$ cat config.mk
export PLATFORM = sky130hd
export DESIGN_NAME = periodic_timer_bank_flat
export DESIGN_NICKNAME = d
export VERILOG_FILES = /design/src/hdl/ptb_pkg.sv /design/src/hdl/ptb_ifs.sv /design/src/hdl/ptb_queue.sv /design/src/hdl/ptb_front.sv /design/src/hdl/ptb_back.sv /design/src/hdl/periodic_timer_bank.sv /design/src/flat_wrapper.sv
export SDC_FILE = /design/constraint.sdc
export NUM_CORES = 1
export LEC_CHECK = 0
export BUFFER_PORTS_ARGS = -buffer_cell sky130_fd_sc_hd__buf_2
export CORE_AREA = 2 2 255 257
export CTS_BUF_LIST = sky130_fd_sc_hd__clkbuf_16
export CTS_CLUSTER_DIAMETER = 30
export DETAILED_ROUTE_END_ITERATION = 8
export DIE_AREA = 0 0 257 259
export PLACE_DENSITY = 0.72
export SYNTH_ARGS = -nofsm -noshare
export SYNTH_HDL_FRONTEND = slang
export SYNTH_SLANG_ARGS = --single-unit
export TNS_END_PERCENT = 100
$ cat constraint.sdc
create_clock -name clk -period 6.39 [get_ports clk]
set_input_delay 1.278 -clock clk [delete_from_list [all_inputs] [get_ports clk]]
set_output_delay 1.278 -clock clk [all_outputs]
set_load 0.01 [all_outputs]
$ cat src/hdl/ptb_pkg.sv
// Package of the periodic timer bank: sizes, command codes and shared types.
`default_nettype none
package ptb_pkg;

	localparam int TIMER_CHANNELS = 8;
	localparam int CH_W = (TIMER_CHANNELS > 1) ? $clog2(TIMER_CHANNELS) : 1;
	localparam int CNT_W = $clog2(TIMER_CHANNELS + 1);

	localparam int KIND_W = 3;
	localparam int CHAN_W = 3;
	localparam int DATA_W = 32;

	localparam int QUEUE_DEPTH = 2;
	localparam int QP_W = (QUEUE_DEPTH > 1) ? $clog2(QUEUE_DEPTH) : 1;
	localparam int QC_W = $clog2(QUEUE_DEPTH + 1);

	typedef enum logic [KIND_W-1:0] {
		K_TICK     = 3'd0,
		K_POLL     = 3'd1,
		K_ADD      = 3'd2,
		K_REMOVE   = 3'd3,
		K_ENABLE   = 3'd4,
		K_INTERVAL = 3'd5
	} kind_t;

	typedef struct packed {
		kind_t             op;
		logic [CH_W-1:0]   ch;
		logic [DATA_W-1:0] value;  // tick amount or interval
		logic              en;
	} cmd_t;

	typedef struct packed {
		logic full;
		logic empty;
	} q_stat_t;

endpackage
`default_nettype wire

$ cat src/hdl/ptb_ifs.sv
// Command and event channel interfaces of the timer bank.
`default_nettype none
interface ptb_cmd_if;
	import ptb_pkg::*;
	logic              valid;
	logic              ready;
	logic [KIND_W-1:0] kind;
	logic [CHAN_W-1:0] channel;
	logic [DATA_W-1:0] tick_amount;
	logic [DATA_W-1:0] interval_value;
	logic              enable_value;

	modport source (output valid, kind, channel, tick_amount, interval_value,
		enable_value, input ready);
	modport sink (input valid, kind, channel, tick_amount, interval_value,
		enable_value, output ready);
endinterface

interface ptb_evt_if;
	import ptb_pkg::*;
	logic              valid;
	logic              ready;
	logic [CHAN_W-1:0] fired_channel;
	logic              fired;
	logic              last;

	modport source (output valid, fired_channel, fired, last, input ready);
	modport sink (input valid, fired_channel, fired, last, output ready);
endinterface
`default_nettype wire

$ cat src/hdl/ptb_queue.sv
// Short command queue between the front and back of the timer bank.
`default_nettype none
module ptb_queue (
	input  logic             clk,
	input  logic             arst_n,
	input  logic             push,
	input  ptb_pkg::cmd_t    push_word,
	input  logic             pop,
	output ptb_pkg::cmd_t    head,
	output ptb_pkg::q_stat_t stat
);
	import ptb_pkg::*;

	cmd_t            mem_q [QUEUE_DEPTH];
	logic [QP_W-1:0] wr_ptr_q;
	logic [QP_W-1:0] rd_ptr_q;
	logic [QC_W-1:0] cnt_q;
	logic            do_push;
	logic            do_pop;

	assign stat.full  = (cnt_q == QC_W'(QUEUE_DEPTH));
	assign stat.empty = (cnt_q == '0);
	assign do_push    = push && !stat.full;
	assign do_pop     = pop && !stat.empty;
	assign head       = mem_q[rd_ptr_q];

	always_ff @(posedge clk) begin
		if (do_push) begin
			mem_q[wr_ptr_q] <= push_word;
		end
	end

	always_ff @(posedge clk or negedge arst_n) begin
		if (!arst_n) begin
			wr_ptr_q <= '0;
			rd_ptr_q <= '0;
			cnt_q    <= '0;
		end else begin
			if (do_push) begin
				wr_ptr_q <= (wr_ptr_q == QP_W'(QUEUE_DEPTH - 1)) ? '0 : wr_ptr_q + QP_W'(1);
			end
			if (do_pop) begin
				rd_ptr_q <= (rd_ptr_q == QP_W'(QUEUE_DEPTH - 1)) ? '0 : rd_ptr_q + QP_W'(1);
			end
			if (do_push && !do_pop) begin
				cnt_q <= cnt_q + QC_W'(1);
			end else if (do_pop && !do_push) begin
				cnt_q <= cnt_q - QC_W'(1);
			end
		end
	end

endmodule
`default_nettype wire

$ cat src/hdl/ptb_front.sv
// Front end: takes command words, drops no-ops, packs the rest for the queue.
`default_nettype none
module ptb_front (
	ptb_cmd_if.sink          cmd,
	input  ptb_pkg::q_stat_t q_stat,
	output logic             push,
	output ptb_pkg::cmd_t    push_word
);
	import ptb_pkg::*;

	logic ch_ok;
	logic keep;

	assign ch_ok     = int'(cmd.channel) < TIMER_CHANNELS;
	assign cmd.ready = !q_stat.full;

	always_comb begin
		case (cmd.kind)
			K_TICK, K_POLL: keep = 1'b1;
			K_ADD, K_REMOVE, K_ENABLE, K_INTERVAL: keep = ch_ok;
			default: keep = 1'b0;
		endcase
	end

	assign push            = cmd.valid && cmd.ready && keep;
	assign push_word.op    = kind_t'(cmd.kind);
	assign push_word.ch    = CH_W'(cmd.channel);
	assign push_word.value = (cmd.kind == K_TICK) ? cmd.tick_amount : cmd.interval_value;
	assign push_word.en    = cmd.enable_value;

endmodule
`default_nettype wire

$ cat src/hdl/ptb_back.sv
// Back end: channel tables, uptime, poll walker and event output register.
`default_nettype none
module ptb_back (
	input  logic             clk,
	input  logic             arst_n,
	input  ptb_pkg::cmd_t    head,
	input  ptb_pkg::q_stat_t q_stat,
	output logic             pop,
	ptb_evt_if.source        evt
);
	import ptb_pkg::*;

	typedef enum logic {
		ST_IDLE,
		ST_POLL
	} state_t;

	state_t            state_q;
	logic [DATA_W-1:0] uptime_q;
	logic [DATA_W-1:0] stamp_q  [TIMER_CHANNELS];
	logic [DATA_W-1:0] period_q [TIMER_CHANNELS];
	logic              en_q     [TIMER_CHANNELS];
	logic              present_q[TIMER_CHANNELS];
	logic [CH_W-1:0]   order_q  [TIMER_CHANNELS];
	logic [CNT_W-1:0]  count_q;

	logic [CNT_W-1:0]  idx_q;
	logic              pend_q;
	logic [CH_W-1:0]   pend_ch_q;
	logic              out_valid_q;
	logic [CHAN_W-1:0] out_ch_q;
	logic              out_fired_q;
	logic              out_last_q;

	logic              bank_full;
	logic              hd_present;
	logic              add_new;
	logic              do_remove;
	logic [TIMER_CHANNELS-1:0] shift;
	logic              walking;
	logic [CH_W-1:0]   pch;
	logic [DATA_W-1:0] elapsed;
	logic              hit;
	logic              can_emit;
	logic              step_go;
	logic              restamp;

	assign pop        = (state_q == ST_IDLE) && !q_stat.empty;
	assign bank_full  = (count_q == CNT_W'(TIMER_CHANNELS));
	assign hd_present = present_q[head.ch];
	assign add_new    = pop && (head.op == K_ADD) && !hd_present && !bank_full;
	assign do_remove  = pop && (head.op == K_REMOVE) && hd_present;

	// Entries at and after the removed channel's slot move down by one.
	always_comb begin
		logic seen;
		seen = 1'b0;
		for (int j = 0; j < TIMER_CHANNELS; j++) begin
			seen     = seen || ((CNT_W'(j) < count_q) && (order_q[j] == head.ch));
			shift[j] = seen;
		end
	end

	assign walking  = idx_q < count_q;
	assign pch      = order_q[idx_q[CH_W-1:0]];
	assign elapsed  = uptime_q - stamp_q[pch];
	assign hit      = walking && en_q[pch] && (elapsed >= period_q[pch]);
	assign can_emit = !out_valid_q || evt.ready;
	assign step_go  = (state_q == ST_POLL) && walking && !(hit && pend_q && !can_emit);
	assign restamp  = step_go && hit;

	always_ff @(posedge clk or negedge arst_n) begin
		if (!arst_n) begin
			uptime_q <= '0;
			count_q  <= '0;
			for (int j = 0; j < TIMER_CHANNELS; j++) begin
				stamp_q[j]   <= '0;
				period_q[j]  <= '0;
				en_q[j]      <= 1'b0;
				present_q[j] <= 1'b0;
			end
		end else begin
			if (restamp) begin
				stamp_q[pch] <= uptime_q;
			end
			if (pop) begin
				case (head.op)
					K_TICK: uptime_q <= uptime_q + head.value;
					K_ADD: begin
						if (hd_present || !bank_full) begin
							period_q[head.ch] <= head.value;
							en_q[head.ch]     <= head.en;
							stamp_q[head.ch]  <= '0;
						end
						if (add_new) begin
							present_q[head.ch] <= 1'b1;
							count_q            <= count_q + CNT_W'(1);
						end
					end
					K_REMOVE: begin
						if (hd_present) begin
							present_q[head.ch] <= 1'b0;
							count_q            <= count_q - CNT_W'(1);
						end
					end
					K_ENABLE: begin
						if (hd_present) begin
							en_q[head.ch] <= head.en;
						end
					end
					K_INTERVAL: begin
						if (hd_present) begin
							period_q[head.ch] <= head.value;
						end
					end
					default: ;
				endcase
			end
		end
	end

	always_ff @(posedge clk) begin
		if (add_new) begin
			order_q[count_q[CH_W-1:0]] <= head.ch;
		end
		if (do_remove) begin
			for (int j = 0; j < TIMER_CHANNELS - 1; j++) begin
				if (shift[j]) begin
					order_q[j] <= order_q[j + 1];
				end
			end
		end
	end

	always_ff @(posedge clk or negedge arst_n) begin
		if (!arst_n) begin
			state_q     <= ST_IDLE;
			idx_q       <= '0;
			pend_q      <= 1'b0;
			pend_ch_q   <= '0;
			out_valid_q <= 1'b0;
			out_ch_q    <= '0;
			out_fired_q <= 1'b0;
			out_last_q  <= 1'b0;
		end else begin
			if (evt.ready) begin
				out_valid_q <= 1'b0;
			end
			case (state_q)
				ST_IDLE: begin
					if (pop && head.op == K_POLL) begin
						state_q <= ST_POLL;
						idx_q   <= '0;
						pend_q  <= 1'b0;
					end
				end
				ST_POLL: begin
					if (walking) begin
						if (step_go) begin
							idx_q <= idx_q + CNT_W'(1);
							if (hit) begin
								pend_q    <= 1'b1;
								pend_ch_q <= pch;
								if (pend_q) begin
									out_valid_q <= 1'b1;
									out_ch_q    <= CHAN_W'(pend_ch_q);
									out_fired_q <= 1'b1;
									out_last_q  <= 1'b0;
								end
							end
						end
					end else if (can_emit) begin
						out_valid_q <= 1'b1;
						out_ch_q    <= pend_q ? CHAN_W'(pend_ch_q) : '0;
						out_fired_q <= pend_q;
						out_last_q  <= 1'b1;
						state_q     <= ST_IDLE;
					end
				end
				default: state_q <= ST_IDLE;
			endcase
		end
	end

	assign evt.valid         = out_valid_q;
	assign evt.fired_channel = out_ch_q;
	assign evt.fired         = out_fired_q;
	assign evt.last          = out_last_q;

endmodule
`default_nettype wire

$ cat src/hdl/periodic_timer_bank.sv
// Top level of the periodic timer bank: front end, command queue, back end.
//
//   port | dir | words carried
//   -----+-----+---------------------------------------------------------
//   cmd  | in  | kind, channel, tick_amount, interval_value, enable_value
//   evt  | out | fired_channel, fired, last (poll results only)
//
// Tick, add, remove, enable and interval words are applied as the back end pops them.
// A poll walks the present channels in order, one channel a cycle while not stalled.
// Words queue two deep behind the back end; cmd.ready drops when it is full.
// A held event on evt stalls a poll only when a further event is due.
// Reset clears uptime, the stamp, period, enable and presence tables and the queue at once.
`default_nettype none
module periodic_timer_bank (
	input  logic      clk,
	input  logic      arst_n,
	ptb_cmd_if.sink   cmd,
	ptb_evt_if.source evt
);
	import ptb_pkg::*;

	q_stat_t q_stat;
	cmd_t    push_word;
	cmd_t    head;
	logic    push;
	logic    pop;

	ptb_front u_front (
		.cmd       (cmd),
		.q_stat    (q_stat),
		.push      (push),
		.push_word (push_word)
	);

	ptb_queue u_queue (
		.clk       (clk),
		.arst_n    (arst_n),
		.push      (push),
		.push_word (push_word),
		.pop       (pop),
		.head      (head),
		.stat      (q_stat)
	);

	ptb_back u_back (
		.clk    (clk),
		.arst_n (arst_n),
		.head   (head),
		.q_stat (q_stat),
		.pop    (pop),
		.evt    (evt)
	);

endmodule
`default_nettype wire

$ cat src/flat_wrapper.sv
// flat-port wrapper written by rule: the top's interface ports become plain ports
module periodic_timer_bank_flat import ptb_pkg::*;
  (clk, arst_n, cmd_valid, cmd_kind, cmd_channel, cmd_tick_amount, cmd_interval_value, cmd_enable_value, cmd_ready, evt_valid, evt_fired_channel, evt_fired, evt_last, evt_ready);
  ptb_cmd_if cmd_i ();
  ptb_evt_if evt_i ();
  input  logic clk;
  input  logic arst_n;
  input wire logic [$bits(cmd_i.valid)-1:0] cmd_valid;
  input wire logic [$bits(cmd_i.kind)-1:0] cmd_kind;
  input wire logic [$bits(cmd_i.channel)-1:0] cmd_channel;
  input wire logic [$bits(cmd_i.tick_amount)-1:0] cmd_tick_amount;
  input wire logic [$bits(cmd_i.interval_value)-1:0] cmd_interval_value;
  input wire logic [$bits(cmd_i.enable_value)-1:0] cmd_enable_value;
  output wire logic [$bits(cmd_i.ready)-1:0] cmd_ready;
  output wire logic [$bits(evt_i.valid)-1:0] evt_valid;
  output wire logic [$bits(evt_i.fired_channel)-1:0] evt_fired_channel;
  output wire logic [$bits(evt_i.fired)-1:0] evt_fired;
  output wire logic [$bits(evt_i.last)-1:0] evt_last;
  input wire logic [$bits(evt_i.ready)-1:0] evt_ready;
  assign cmd_i.valid = cmd_valid;
  assign cmd_i.kind = cmd_kind;
  assign cmd_i.channel = cmd_channel;
  assign cmd_i.tick_amount = cmd_tick_amount;
  assign cmd_i.interval_value = cmd_interval_value;
  assign cmd_i.enable_value = cmd_enable_value;
  assign cmd_ready = cmd_i.ready;
  assign evt_valid = evt_i.valid;
  assign evt_fired_channel = evt_i.fired_channel;
  assign evt_fired = evt_i.fired;
  assign evt_last = evt_i.last;
  assign evt_i.ready = evt_ready;
  periodic_timer_bank u_core (.clk(clk), .arst_n(arst_n), .cmd(cmd_i), .evt(evt_i));
endmodule
# After elaboration in Yosys (flattened, before gate mapping)
# Memories as Yosys holds them, arrays and structs flattened.
# Index checks and enable logic that the tools add are counted.
[word_totals]
reg_bits = 583
mem_bits_rw = 102
in_bits = 75
out_inout_bits = 7
elab_cells = 279
mem_count = 2
[memory_table]
columns = ["name", "depth", "width", "read_ports", "rd_clocked_by_memory_dff", "write_ports", "line_no", "source"]
rows = [
  ["u_core.u_queue.mem_q", 2, 39, 1, 0, 1, "ptb_queue.sv:14", "cmd_t mem_q [QUEUE_DEPTH];"],
  ["u_core.u_back.order_q", 8, 3, 9, 0, 7, "ptb_back.sv:24", "logic [CH_W-1:0] order_q [TIMER_CHANNELS];"],
]
[op_classes]
add_sub_neg = 9
magnitude_cmp = 13
eq_ne = 31
n_mux = 107
n_bitwise = 8
reduce_logical = 64
[ops]
columns = ["operator", "n"]
rows = [
  ["$mux 256", 6],
  ["$bwmux 256", 2],
  ["$pmux 256 s2", 1],
  ["$and 256x256->256", 1],
  ["$not 256->256", 1],
  ["$mux 32", 7],
  ["$bmux 32 s3", 2],
  ["$demux 32 s3", 2],
  ["$mux 1", 58],
  ["$add 32x32->32", 1],
  ["$ge 32x32->1", 1],
  ["$mux 8", 4],
  ["$pmux 8 s2", 2],
  ["$sub 32x32->32", 1],
  ["$logic_and 1x1->1", 29],
  ["$mux 3", 8],
  ["$eq 3x3->1", 7],
  ["$mux 4", 5],
  ["$reduce_and 4->1", 5],
  ["$pmux 4 s2", 2],
  ["$ne 2x1->1 const B", 7],
  ["$eq 3x2->1 const B", 4],
  ["$eq 3x3->1 const B", 4],
  ["$lt 3x4->1 const A", 3],
  ["34 further kinds", 69],
]

# Logic depth before layout (Yosys ltp)
# An unclocked memory read counts as a cell.
[logic_depth]
word_depth = 18
depth_mapped = 33
depth_no_buf = 28

# Cells and area by module
# Synthesis repeated with hierarchy kept, for this count alone.
[hier_totals]
cells_unflattened = 3316
hier_area_um2 = 34478.1
[modules_own_cells]
columns = ["module", "n_inst", "cells_per_inst", "area_each_um2", "seq_area_each_um2"]
rows = [
  ["ptb_back", 1, 3130, 30993.5, 15209.6],
  ["ptb_queue", 1, 140, 3007.9, 2442.3],
  ["ptb_front", 1, 46, 476.7, 0.0],
]

# Least setup slack after synthesis
# Ideal clock, no wire load.
[synth_timing]
kind = "reg2reg"
from = "reg u_core.u_back.idx_q[1]"
to = "reg u_core.u_back.stamp_q[132] in the netlist's numbering"
arrival_ns = 6.707
t_required_ns = 6.258
slack_ns = -0.449
path_stages_with_launch = 33
n_path_buf = 6
period_less_slack_ns = 6.839
path_cell_list = "dfrtp_1 buf_2 mux4_2 mux2_2 buf_2 nand2_1 clkbuf_1 clkbuf_1 o22ai_1 nor4_1 ha_1 fa_1 nor2b_1 o31ai_1 a31oi_1 o21bai_1 a31oi_1 a2111oi_0 o31ai_1 a21oi_1 xnor2_1 ha_1 nand4_1 nor2_1 and3_1 nand4_1 a311o_1 a32oi_4 buf_6 nand3_4 buf_6 mux2i_1 nor2_1"
[synth_between]
elab_chain_cells = 18
word_cells_on_any_way = 33
cone_classes = "add/sub: 1; order compare: 4; mux: 16; bitwise: 2; reduce/logical: 9; memory: 1"
[synth_lines]
columns = ["element", "line_no", "source"]
rows = [
  ["start: declaration", "ptb_back.sv:27", "logic [CNT_W-1:0] idx_q;"],
  ["start signal: assignment", "ptb_back.sv:160", "idx_q <= idx_q + CNT_W'(1);"],
  ["$mem_v2 8x3", "-", ""],
  ["$not 3->4 (implied by the code)", "ptb_back.sv:66, ptb_back.sv:67, ptb_back.sv:84", ""],
  ["$bmux 32 s3", "ptb_back.sv:66", "assign elapsed = uptime_q - stamp_q[pch];"],
  ["$mux 32 (implied by the code) (2 in a row)", "ptb_back.sv:66", ""],
  ["$sub 32x32->32", "ptb_back.sv:66", ""],
  ["$ge 32x32->1", "ptb_back.sv:67", "assign hit = walking && en_q[pch] && (elapsed >= period_q[pch]);"],
  ["$logic_and 1x1->1", "ptb_back.sv:67", ""],
  ["$logic_and 1x1->1 (2 in a row)", "ptb_back.sv:69", "assign step_go = (state_q == ST_POLL) && walking && !(hit && pend_q && !can_emit);"],
  ["$logic_not 1->1", "ptb_back.sv:69", ""],
  ["$logic_and 1x1->1", "ptb_back.sv:69", ""],
  ["$logic_and 1x1->1", "ptb_back.sv:70", "assign restamp = step_go && hit;"],
  ["$mux 256 (*)", "ptb_back.sv:83", "if (restamp) begin"],
  ["$and 256x256->256 (no source line)", "-", ""],
  ["$mux 256", "ptb_back.sv:90", "if (hd_present || !bank_full) begin"],
  ["$mux 256", "ptb_back.sv:87", "case (head.op)"],
  ["$mux 256 (*)", "ptb_back.sv:86", "if (pop) begin"],
  ["end signal: indexed assignment", "ptb_back.sv:84", "stamp_q[pch] <= uptime_q;"],
  ["end: declaration", "ptb_back.sv:20", "logic [DATA_W-1:0] stamp_q [TIMER_CHANNELS];"],
]
# Every way passes the cells marked *; elsewhere a longest branch is shown, timed or not. The select of a mux whose other input is x is not followed.
# A chain may end at the register's enable or synchronous reset.

# Final worst setup path
[layout_timing]
from = "reg u_core.u_back.idx_q[0]"
to = "reg u_core.u_back.stamp_q[211] in the netlist's numbering"
# The elaborated chain is that of the path after synthesis.

==> metrics.md <==
| Metric | Value |
|---|---|
| Ys Warns | `0` |
| Drc violations | `0` |
| Core box area | `63,880 um^2` |
| Die span in x | `257 um` |
| Dpl ws | `-0.8546 ns` |
| Synth Flop Type | `dfrtp_1` |
| Antenna Cells | `0` |
| CP arrival | `~7.5 ns` |
| Worst path slowest cell | `mux4_2` |
| Drt via density | `6.195` |
| Worst slew margin | `0.1798` |
| Fin nets | `~3,900` |
| Post-route cell area | `approximately 44,000 um^2` |
| RSZ-0062 raised after global routing | `true` |
| Critical path class | `reg -> reg` |
| Reg-to-Reg End | `u_core.u_back.stamp_q[211]` |
| Flops & latches, synth | `685` |
| Crit-path most repeated cell | `buf_12` |
| Hold_buf cts | `0` |
| Area of the multi-input gates | `16,520 um^2` |
| Cell depth of the worst flop-to-flop path | `32` |
| Gr ovfl total | `0` |
| Endpoints failing setup | `270` |
| Reg2Reg Setup Slack | `-0.60 ns` |
| Clk root buf | `clkbuf_16` |
| Startpoint class of the critical path | `register` |
| Number of synthesized flops with an enable pin | `102` |
| Count of different cell masters after synthesis | `85` |
| Most frequent cell after synthesis | `dfrtp_1` |
| H-tree levels | `4` |
| Hold Crit Depth | `2` |
| Fin crit share | `1.093` |
| Initial antenna violation count | `0` |
| Share of cells above drive strength 1 | `0.2312` |
| Largest cells by area after synthesis | `dfrtp_1, edfxtp_1, mux2i_1, nand2_1, o21ai_0` |
| Worst Hold End | `u_core.u_back.period_q[97]` |
| Total die area | `66,560 um^2` |
| Largest area contributor in the synthesized netlist | `dfrtp_1` |
| Hold Crit Start | `u_core.u_back.period_q[97]` |
| Vias | `29,230` |
| Worst-margin pin slew | `approximately 1.2 ns` |
| Crit end category | `register` |
| Cell row count | `93` |
| P&R area growth vs syn | `27.33%` |
| First-pass GRT wire length | `167,400 um` |
| Post-route minimum period | `6.986 ns` |
| CTS sink cnt | `685` |
| Status | `complete, but fails checks` |
| Synth top area share | `0.4209` |
| Layout Skew | `around 0.037 ns` |
| Mapped Cells | `about 3,400` |
| Avg Inst Size Synth | `10.16 um^2` |
| Clock transition at the registers of the reported paths | `roughly 0.06 ns` |
| Layout Utilization | `0.6909` |
| Max FO, Critical Path | `8` |
| Post-Syn Area | `34,660 um^2` |
| Peak Freq | `between 100 and 150 MHz` |
| Number of global-route vias before repair | `28,830` |
| Placed inst area | `around 37,000 um^2` |
| WP data required | `about 6.9 ns` |
| Worst setup margin | `-0.5960 ns` |
| Post-DP HPWL | `65,010 um` |
| Final Max Slew Viols | `0` |
| Boundary Pins | `82` |
| Asr flop ratio synth | `0.8511` |
| Gpl congestion | `0.9318` |
| Total GRT Usage | `0.3270` |
| Slowest stage delay, CP | `0.57 ns` |
| Reg2Reg Launch Point | `u_core.u_back.idx_q[0]` |
| Final ANT Viol Nets | `0` |
| DRT Wirelength | `111,600 um` |
| Register area | `roughly 18,000 um^2` |
| Worst skew pair latency | `0.73 ns` |
| Synthesized Nets | `3,590` |
| Starting DRT DRC Count | `3,238` |
| Final hold viol count | `0` |
| IO buf count | `81` |
| CTS tree | `built` |
| Max Cap Viol | `0` |
| Pin count of the biggest net entering global routing | `~150` |
| TritonCTS buffer count | `~140` |
| Starting density of the core | `0.5426` |
| WL per Instance | `~24 um` |
| Drt pass-1 iters | `8` |
| Worst hold-check path type | `reg -> reg` |
| Share of the yosys chip area belonging to registers | `0.5093` |
| Commonest cells post-synth | `dfrtp_1, nand2_1, nor2_1, o21ai_0, mux2i_1` |
| Die H | `259 um` |
| Bufs on Longest Clock Path | `3` |
| Failing checks | `setup timing` |
| Filler cells | `4,444` |
[worst max path at each step]
stage,slack [ns],start,endpoint,cells past startpoint
floorplan,0.004,u_core.u_back.idx_q[0],u_core.u_back.stamp_q[132],33
global placement,-0.78,u_core.u_back.idx_q[1],u_core.u_back.stamp_q[19],27
detailed placement,-0.85,u_core.u_back.idx_q[1],u_core.u_back.stamp_q[12],27
CTS,-0.29,u_core.u_back.idx_q[0],u_core.u_back.stamp_q[116],35
global route,-0.81,u_core.u_back.idx_q[0],u_core.u_back.stamp_q[211],31
finish,-0.60,u_core.u_back.idx_q[0],u_core.u_back.stamp_q[211],32
[per-stage QoR]
step	TNS, ns	hold slack [ns]	cells
2_1_floorplan	0	0.4446	3411
3_3_place_gp	-190.43	0.4592	4381
3_5_place_dp	-204.64	0.4698	4381
4_1_cts	-54.89	0.4802	4684
5_1_grt	-192.07	0.4959	4718
6_report	-124.52	0.4756	4718
[per-layer routing]
metal | up-vias | track usage | wire (um)
met1 | 14280 | 0.4317 | 44060
met3 | 440 | 0.07391 | 11400
li1 | 12880 | - | -
met4 | 0 | 0.1844 | 6819
met2 | 1626 | 0.5013 | 49360
met5 | - | 0 | 0
[critical path, delay by kind of cell, from the launching register on]
family                   cells  cell delay (ns)
adder cells (fa/ha/maj)      2             0.63
flip-flops                   1             0.47
AO/OA/AOI/OAI               13             2.62
AND/OR/NAND/NOR              7             0.79
buffers and inverters        6             1.05
XOR/XNOR                     1             0.10
multiplexers                 3             1.14
[cells by family (layout without fill, tap and decap cells)]
kind of cell,after synthesis,count (layout),synth area share
and+or+nand+nor,1067,1067,0.1304
AOI/OAI and AO/OA,812,812,0.1452
DFF,685,685,0.5093
muxes,379,379,0.1169
buffers and inverters,284,736,0.04011
adders and majority gates,104,104,0.03798
xor gates and xnor gates,80,80,0.02022
[registers in the layout, summed over array words and instances (netlist names), named ones only]
signal / flops
u_core.u_back.evt.valid: 1
u_core.u_back.uptime_q: 32
u_core.u_back.period_q: 256
u_core.u_back.state_q: 1
u_core.u_queue.cnt_q: 2
u_core.u_back.evt.last: 1
u_core.u_back.evt.fired_channel: 3
u_core.u_back.pend_ch_q: 3
u_core.u_queue.mem_q: 78
u_core.u_back.pend_q: 1
u_core.u_queue.rd_ptr_q: 1
u_core.u_back.idx_q: 4
u_core.u_back.evt.fired: 1
u_core.u_back.count_q: 4
u_core.u_back.stamp_q: 256
u_core.u_queue.wr_ptr_q: 1
u_core.u_back.en_q: 8
u_core.u_back.order_q: 24
[repair_timing]
item                       4_1_cts  5_1_grt
resized for setup              145       98
pin swaps                       58       45
setup endpoints to repair      270      270
cloned                          18        7
setup buffers                   35       34
[layout by cell type, fill, tap and decap left out, types with 62 or more instances in the layout]
cell | Yosys | final
a21oi_1 | 98 | 91
buf_2 | 55 | 80
buf_4 | 32 | 247
clkbuf_16 | 0 | 152
dfrtp_1 | 583 | 580
edfxtp_1 | 102 | 102
ha_1 | 102 | 93
inv_1 | 61 | 76
mux2_2 | 66 | 62
mux2i_1 | 296 | 275
nand2_1 | 504 | 488
nor2_1 | 383 | 359
o21ai_0 | 335 | 313
o22ai_1 | 94 | 87
[final cells by class]
cell class	instances	area share
clock buffer	145	0.08222
timing repair buffer	423	0.09072
tap	855	0.02424
multi-input combinational	2442	0.3744
sequential	685	0.4001
inverter	61	0.005188
clock inverter	107	0.02322
Power is left out: the tool's default activity adds up to more than one toggle a clock period on the data nets, which glitch-free logic cannot reach.
